### config.mk
export PLATFORM = sky130hd
export DESIGN_NAME = signed_divider_saturating
export DESIGN_NICKNAME = d
export VERILOG_FILES = /design/src/hdl/sdiv_pkg.sv /design/src/hdl/signed_divider_saturating.sv /design/src/hdl/sdiv_dp.sv /design/src/hdl/sdiv_ctrl.sv
export SDC_FILE = /design/constraint.sdc
export NUM_CORES = 1
export LEC_CHECK = 0
export BUFFER_PORTS_ARGS = -buffer_cell sky130_fd_sc_hd__buf_2
export CELL_PAD_IN_SITES_DETAIL_PLACEMENT = 1
export CELL_PAD_IN_SITES_GLOBAL_PLACEMENT = 2
export CORE_MARGIN = 2
export CORE_UTILIZATION = 34
export CTS_BUF_LIST = sky130_fd_sc_hd__clkbuf_16
export DETAILED_ROUTE_END_ITERATION = 8
export PLACE_DENSITY_LB_ADDON = 0.1
export SLEW_MARGIN = 30
export SYNTH_ARGS = -nofsm -noshare
export SYNTH_HDL_FRONTEND = slang
export SYNTH_SLANG_ARGS = --single-unit
### constraint.sdc
create_clock -name clk -period 3.33 [get_ports clk]
set_clock_uncertainty 0.2 [all_clocks]
set_input_delay 0.1665 -clock clk [delete_from_list [all_inputs] [get_ports clk]]
set_output_delay 0.1665 -clock clk [all_outputs]
set_load 0.01 [all_outputs]
### src/hdl/sdiv_pkg.sv
// Package for the saturating signed divider.
// Holds the word width, the boundary operand and result values and the controller/datapath structs.
// No dependencies.
`timescale 1ns / 1ps

package sdiv_pkg;

  localparam int unsigned WIDTH = 32;
  localparam int unsigned CNT_W = $clog2(WIDTH);

  localparam logic [WIDTH-1:0] QUOT_MAX  = {1'b0, {(WIDTH-1){1'b1}}};
  localparam logic [WIDTH-1:0] MOST_NEG  = {1'b1, {(WIDTH-1){1'b0}}};
  localparam logic [WIDTH-1:0] MINUS_ONE = {WIDTH{1'b1}};

  // Commands from the controller to the datapath.
  typedef struct packed {
    logic load;    // capture operands, magnitudes, sign and saturation flag
    logic step;    // one restoring-division iteration
    logic finish;  // apply sign or saturation and register the quotient
  } sdiv_cmd_t;

  // Status from the datapath back to the controller.
  typedef struct packed {
    logic last_step;  // the step in progress produces the final quotient bit
  } sdiv_stat_t;

endpackage

### src/hdl/signed_divider_saturating.sv
// Top level of the saturating 32-bit signed divider.
// Instantiates sdiv_ctrl and sdiv_dp; depends on sdiv_pkg.
//
//   Channel   Signals                        Direction  Transfer rule
//   command   start, busy, dividend, divisor in (busy out) accepted when start && !busy
//   result    done, quotient                 out        one cycle, cannot be held off
//
// The accepting edge loads the operands. The edges in S_RUN then run the
// restoring-division iterations on the single shared subtractor (one quotient
// bit each), and the edge in S_FIX applies the sign or saturation and raises
// done. The result transaction is taken at the first edge that can accept the
// next command. Reset is synchronous and active high; it returns the
// controller to idle and clears done. The receiver cannot stall: quotient is
// valid only in the cycle that done marks, and a new command may be accepted
// in that same cycle.
`timescale 1ns / 1ps

module signed_divider_saturating (
  input  logic                              clk,
  input  logic                              rst,
  input  logic                              start,
  output logic                              busy,
  input  logic signed [sdiv_pkg::WIDTH-1:0] dividend,
  input  logic signed [sdiv_pkg::WIDTH-1:0] divisor,
  output logic                              done,
  output logic signed [sdiv_pkg::WIDTH-1:0] quotient
);

  // Commands and status are the only connection between the two halves.
  sdiv_pkg::sdiv_cmd_t  cmd;
  sdiv_pkg::sdiv_stat_t stat;

  // The controller counts nothing itself; the datapath reports the final
  // iteration so the step counter sits next to the shift registers it tracks.
  sdiv_ctrl u_ctrl (
    .clk   (clk),
    .rst   (rst),
    .start (start),
    .busy  (busy),
    .done  (done),
    .cmd   (cmd),
    .stat  (stat)
  );

  // The datapath divides magnitudes; a zero divisor or the most negative
  // dividend over minus one yields the largest positive value instead.
  sdiv_dp u_dp (
    .clk      (clk),
    .rst      (rst),
    .cmd      (cmd),
    .stat     (stat),
    .dividend (dividend),
    .divisor  (divisor),
    .quotient (quotient)
  );

endmodule

### src/hdl/sdiv_dp.sv
// Datapath of the saturating signed divider: operand magnitudes, the partial
// remainder, the combined dividend/quotient shift register and the result register.
// Depends on sdiv_pkg.
`timescale 1ns / 1ps

module sdiv_dp (
  input  logic                             clk,
  input  logic                             rst,
  input  sdiv_pkg::sdiv_cmd_t              cmd,
  output sdiv_pkg::sdiv_stat_t             stat,
  input  logic signed [sdiv_pkg::WIDTH-1:0] dividend,
  input  logic signed [sdiv_pkg::WIDTH-1:0] divisor,
  output logic signed [sdiv_pkg::WIDTH-1:0] quotient
);

  logic [sdiv_pkg::WIDTH-1:0] den;
  logic [sdiv_pkg::WIDTH-1:0] rem;
  logic [sdiv_pkg::WIDTH-1:0] nq;    // dividend bits shift out, quotient bits shift in
  logic                       neg;
  logic                       sat;
  logic [sdiv_pkg::CNT_W-1:0] count;

  logic [sdiv_pkg::WIDTH-1:0] a_mag;
  logic [sdiv_pkg::WIDTH-1:0] b_mag;
  logic [sdiv_pkg::WIDTH:0]   rem_sh;
  logic [sdiv_pkg::WIDTH:0]   diff;
  logic                       fits;

  always_comb begin
    a_mag  = dividend[sdiv_pkg::WIDTH-1] ? (~dividend + 1'b1) : dividend;
    b_mag  = divisor[sdiv_pkg::WIDTH-1] ? (~divisor + 1'b1) : divisor;
    rem_sh = {rem, nq[sdiv_pkg::WIDTH-1]};
    diff   = rem_sh - {1'b0, den};
    fits   = ~diff[sdiv_pkg::WIDTH];
  end

  assign stat.last_step = (count == sdiv_pkg::CNT_W'(sdiv_pkg::WIDTH - 1));

  always_ff @(posedge clk) begin
    if (rst) begin
      count <= '0;
    end else if (cmd.load) begin
      count <= '0;
    end else if (cmd.step) begin
      count <= count + 1'b1;
    end
  end

  always_ff @(posedge clk) begin
    if (cmd.load) begin
      den <= b_mag;
      rem <= '0;
      nq  <= a_mag;
      neg <= dividend[sdiv_pkg::WIDTH-1] ^ divisor[sdiv_pkg::WIDTH-1];
      sat <= (divisor == '0) ||
             ((dividend == sdiv_pkg::MOST_NEG) && (divisor == sdiv_pkg::MINUS_ONE));
    end else if (cmd.step) begin
      // The remainder stays below the divisor magnitude, so it fits in WIDTH bits.
      rem <= fits ? diff[sdiv_pkg::WIDTH-1:0] : rem_sh[sdiv_pkg::WIDTH-1:0];
      nq  <= {nq[sdiv_pkg::WIDTH-2:0], fits};
    end
    if (cmd.finish) begin
      if (sat) begin
        quotient <= sdiv_pkg::QUOT_MAX;
      end else if (neg) begin
        quotient <= ~nq + 1'b1;
      end else begin
        quotient <= nq;
      end
    end
  end

endmodule

### src/hdl/sdiv_ctrl.sv
// Controller of the saturating signed divider: sequences load, the iteration
// steps and the final fixup, and drives busy and the result strobe.
// Depends on sdiv_pkg.
`timescale 1ns / 1ps

module sdiv_ctrl (
  input  logic                 clk,
  input  logic                 rst,
  input  logic                 start,
  output logic                 busy,
  output logic                 done,
  output sdiv_pkg::sdiv_cmd_t  cmd,
  input  sdiv_pkg::sdiv_stat_t stat
);

  typedef enum logic [1:0] {
    S_IDLE,
    S_RUN,
    S_FIX
  } state_t;

  state_t state;

  assign busy       = (state != S_IDLE);
  assign cmd.load   = (state == S_IDLE) && start;
  assign cmd.step   = (state == S_RUN);
  assign cmd.finish = (state == S_FIX);

  always_ff @(posedge clk) begin
    if (rst) begin
      state <= S_IDLE;
      done  <= 1'b0;
    end else begin
      done <= 1'b0;
      case (state)
        S_IDLE: begin
          if (start) begin
            state <= S_RUN;
          end
        end
        S_RUN: begin
          if (stat.last_step) begin
            state <= S_FIX;
          end
        end
        S_FIX: begin
          done  <= 1'b1;
          state <= S_IDLE;
        end
        default: begin
          state <= S_IDLE;
        end
      endcase
    end
  end

endmodule

Word-level counts from Yosys, hierarchy flattened
Cells that the tools add are included.

word-level totals
  bits of input ports = 67
  word-level logic and storage cells = 46
  output and inout port bits = 34
  flip-flop bits (word level) = 138

operators by class
  $add $sub $neg = 5
  reduce and logical (&&, ||, !) cells = 9
  bitwise gates (word level) = 5
  mux-type cells = 10
  equal/unequal tests = 7

operators with widths
  operator                                              count
  two-way mux 32 bit                                    5
  adder 32 x 1 -> 32 bit (second input constant)        3
  inverter 32 bit                                       3
  equality test 32 bit (second input constant)          2
  subtractor 33 x 32 -> 33 bit                          1
  zero test 32 bit                                      1
  two-way mux 31 bit                                    1
  adder 5 x 1 -> 5 bit (second input constant)          1
  equality test 5 bit (second input constant)           1
  two-way mux 2 bit                                     2
  case mux 2 bit (2 select lines)                       1
  nonzero test 2 bit                                    2
  equality test 2 x 1 -> 1 bit (second input constant)  1
  equality test 2 bit (second input constant)           1
  logical AND 1 bit                                     2
  zero test 2 bit                                       1
  != test 2 x 1 -> 1 bit (second input constant)        1
  != test 2 bit (second input constant)                 1
  AND reduction 2 bit                                   1
  OR reduction 2 bit                                    1
  logical OR 1 bit                                      1
  two-way mux 1 bit                                     1
  inverter 1 bit                                        1
  bitwise XOR 1 bit                                     1

Logic depth before layout (Yosys ltp)
  word-level depth = 4
  gate-level depth with buffers = 14
  mapped depth without buffers = 12

Cells and area by module
Synthesis repeated with hierarchy kept, for this count alone.

unflattened totals
  cells, all modules = 991
  area, all modules = 9069.9 sq um

by module, submodules not included
  module     area each (sq um)  instances  seq. area each (sq um)  cells each
  sdiv_dp    8939.8             1          3683.5                  977
  sdiv_ctrl  130.1              1          60.1                    14

Worst setup path after synthesis
OpenSTA, ideal clock, no wires.

  path kind = register -> register
  start point = reg u_dp.nq[31] (netlist bit)
  end point = reg u_dp.rem[10] (netlist bit)
  path buffers = 2
  clock period less this slack = 3.145 ns
  stages on the path, launching flop included = 14
  library setup time = 0.124 ns
  data arrival time = 2.822 ns
  data required time = 3.006 ns
  slack = 0.185 ns
  cell sequence = edfxtp_1 -> inv_1 -> ha_1 -> fa_1 -> nor2b_1 -> o31ai_1 -> a31o_2 -> a21oi_1 -> nor3_1 -> a211oi_1 -> buf_2 -> buf_2 -> a2bb2oi_1 -> o21ai_0

between the ends
  cells in the longest elaborated chain, start to end = 2

RTL lines
  element                       line           text
  from (decl)                   sdiv_dp.sv:18  logic [sdiv_pkg::WIDTH-1:0] nq;
  from (signal assigned)        sdiv_dp.sv:53  nq <= a_mag;
  from (signal assigned)        sdiv_dp.sv:60  nq <= {nq[sdiv_pkg::WIDTH-2:0], fits};
  subtractor 33 x 32 -> 33 bit  sdiv_dp.sv:33  diff = rem_sh - {1'b0, den};
  two-way mux 32 bit            sdiv_dp.sv:59  rem <= fits ? diff[sdiv_pkg::WIDTH-1:0] : rem_sh[sdiv_pkg::WIDTH-1:0];
  to (signal assigned)          sdiv_dp.sv:59
  to (decl)                     sdiv_dp.sv:17  logic [sdiv_pkg::WIDTH-1:0] rem;

No other way between the ends.
A chain may end at the register's enable or synchronous reset.

Worst setup path after layout
  start point = in dividend[8] (netlist bit)
  end point = reg u_dp.nq[26] (netlist bit) (data pin)

between the ends
  cells in the longest elaborated chain, start to end = 4

RTL lines
  element                 line                             text
  from (decl)             signed_divider_saturating.sv:23  input logic signed [sdiv_pkg::WIDTH-1:0] dividend,
  inverter 32 bit         sdiv_dp.sv:30                    a_mag = dividend[sdiv_pkg::WIDTH-1] ? (~dividend + 1'b1) : dividend;
  adder 32 x 1 -> 32 bit  sdiv_dp.sv:30
  two-way mux 32 bit      sdiv_dp.sv:30
  two-way mux 32 bit      sdiv_dp.sv:50                    if (cmd.load) begin

No other way between the ends.

==> results.tsv <==
metric	value	unit
Max Cap Viol	0	
vias in the first global route	7751	
Detailed Route WL	25410	um
final hold vios	0	
Root Driver	clkbuf_16	
DRC	0	
crit path time final	3.233	ns
CTS buffer count	17	
CP Capture Type	flop	
die area	0.02723	mm^2
crit-path max FO	5	
antenna violations before repair	1	
CORE AREA	0.02533	mm^2
register area share after synthesis	42.46	%
biggest area consumer among synthesized cells	edfxtp_1	
cell count after placement	1373	
Yosys reg bits	138	
CTS tree	yes	
Area Growth Syn to Fin	28.75	%
kind of critical path	in -> reg	
initial core utilization	34.81	%
Worst-path clk slew	0.07	ns
Placement Cell Area	0.009915	mm^2
slowest stage cell on the critical path	or4_4	
Final Cell Area	0.01135	mm^2
FP Rows	58	
share of layout cells above drive strength 1	18.29	%
Iter 0 DRT Violations	368	
first-pass detailed-route iteration total	4	
Final Wtd Congestion	0.7786	
fin crit share	97.08	%
setup violators final	0	
DP HPWL	18490	um
f_max	309.3	MHz
total gr overflow	0	
Buffers & Inverters on Critical Path	2	
CTS Sinks	138	
Commonest cells post-synth	nand2_1 (147), o21ai_0 (111), edfxtp_1 (98)	
Post-synth EDFFs	98	
WL/cell	17.24	um
Synthesized Nets	1054	
Worst Hold Class	in -> reg	
worst-skew pair later-pin latency	0.43	ns
fin nets	1237	
Die H	165.0	um
Yosys top cell area share	33.38	%
CTS max path bufs	2	
yosys warns	0	
Required @ worst endpoint	3.29	ns
final cell count without fillers	1474	
Worst path top cell family by delay	simple AND/OR/NAND/NOR gates	
Netlist cell types	62	
critical path's most frequent cell	or4_4	
Post-synth ARST share	0	%
Post-Syn Area	0.008816	mm^2
P per Cell Area	437.9	mW/mm^2
worst-path cell chain	dlygate4sd3_1 -> buf_2 -> or4_4 -> nor2_4 -> nand3_2 -> or4_4 -> or4_4 -> nand2b_4 -> o31ai_4 -> xor2_1 -> o21ai_1	
Final ANT Viol Nets	0	
Synth Flop Type	edfxtp_1	
top-count cell post-synth	nand2_1	
global-route usage over all layers	19.39	%
critical path's largest stage delay	0.56	ns
ranking of synthesized cells by area	edfxtp_1 (33%), dfxtp_1 (9.1%), o21ai_0 (6.3%)	
largest net degree at the start of global routing	69	
H-Tree Depth	4	
I/O Buffers	100	
DR vias/cell	5.073	
P_leak	0.004476	uW
status	finished clean	
RSZ-0062 raised after global routing	true	
# IOs	101	
CP arrival	3.19	ns
DIE WIDTH	165.0	um
Max IR drop VDD	0.3918	mV
Worst slew margin	43.94	%
Least-Margin Pin Slew	0.8357	ns
synthesized instance count	948	
Avg Cell Area, Syn	9.300	um^2
first-pass GRT wire length	40880	um
CP Launch Type	input pin	
Final Max Slew Viols	0	
Via Count	7478	
==> worst min-delay path, stage by stage <==
cell and delay [ns]:
buf_2 0.15, xor2_1 0.08, o21ai_0 0.13
==> cells in the final DEF (no fill, tap or decap), types with 9 or more instances in the layout <==
master | netlist | routed
o21ai_0 | 111 | 110
nor3_1 | 13 | 12
inv_1 | 50 | 48
mux2i_1 | 29 | 29
xnor2_1 | 58 | 58
a21oi_1 | 36 | 35
buf_4 | 0 | 38
nand4_1 | 13 | 13
clkbuf_16 | 0 | 18
xor2_1 | 58 | 58
buf_2 | 4 | 100
o31ai_1 | 20 | 19
or4_1 | 15 | 15
nor2_1 | 29 | 28
nand2_1 | 147 | 146
nand2b_1 | 10 | 9
nand3_1 | 17 | 17
o41ai_1 | 12 | 10
ha_1 | 38 | 37
dfxtp_1 | 40 | 40
dlygate4sd3_1 | 0 | 59
edfxtp_1 | 98 | 98
==> flip-flops by register name (all words and copies together), names as in the netlist <==
register and cells:
u_dp.den 32, u_dp.nq 32, u_dp.sat 1, u_dp.neg 1, u_ctrl.state 2, u_dp.count 5
u_ctrl.done 1, u_dp.quotient 32, u_dp.rem 32
==> report_power, final <==
part / total, uW / switching, uW / internal, uW
clock: 2090 / 814 / 1270
sequential: 2070 / 83.9 / 1990
combinational: 815 / 464 / 351
==> logic make-up after synthesis <==
| family | after synthesis | share of synthesized area [%] |
|---|---|---|
| simple gates | 295 | 16.29 |
| compound gates | 239 | 16.66 |
| flops | 138 | 42.46 |
| xor+xnor | 116 | 11.52 |
| buf+inv | 90 | 3.889 |
| fa+ha+maj | 39 | 5.620 |
| mux | 31 | 3.548 |
==> routing by layer <==
metal / track usage, % / vias up / routed length [um]
li1: - / 3793 / -
met1: 24.34 / 3592 / 11720
met2: 34.56 / 80 / 12950
met3: 3.114 / 13 / 514
met4: 4.941 / 0 / 226
met5: 0 / - / 0
==> path summary, 6_finish.rpt <==
kind | start | to | slack (ns) | depth (start not counted)
min reg2reg | u_dp.rem[1] | u_dp.rem[1] | 0.27 | 2
max | dividend[8] | u_dp.nq[26] | 0.1 | 11
max reg2reg | u_dp.nq[8] | u_dp.quotient[28] | 0.13 | 9
min | dividend[24] | u_dp.nq[24] | 0.01 | 3
==> through the flow <==
stage / power, uW / setup TNS (ns) / setup WS (ns) / hold WS (ns) / utilization (%)
floorplan: 2566 / 0 / 0.1846 / 0.06537 / -
global placement: 2849 / 0 / 0.02426 / 0.2501 / 39.15
detailed placement: 2857 / -3.140 / -0.1729 / 0.2509 / 39.15
CTS: 5021 / 0 / 0.01458 / 0.007019 / 44.06
global route: 5213 / -0.002769 / -0.002769 / 0.04155 / 44.82
finish: 4971 / 0 / 0.09722 / 0.01378 / 44.82
==> timing repair <==
action / 4_1_cts / 5_1_grt
hold buffers: 59 / 0
pin swaps: 0 / 6
gates cloned: 0 / 1
hold endpoints to repair: 65 / 0
buffers inserted: 0 / 8
setup endpoints to repair: 32 / 30
resized for setup: 4 / 14
==> cell type report <==
cell class / instances / area, um^2
fillers: 2874 / 13980
multi-input cells: 720 / 4851
flip-flops and latches: 138 / 3744
repair buffers: 204 / 1520
clock buffers: 17 / 425.4
well taps: 330 / 412.9
clock inverters: 14 / 207.7
inverters: 50 / 187.7
diodes: 1 / 2.502
(Power assumes the default switching activity.)
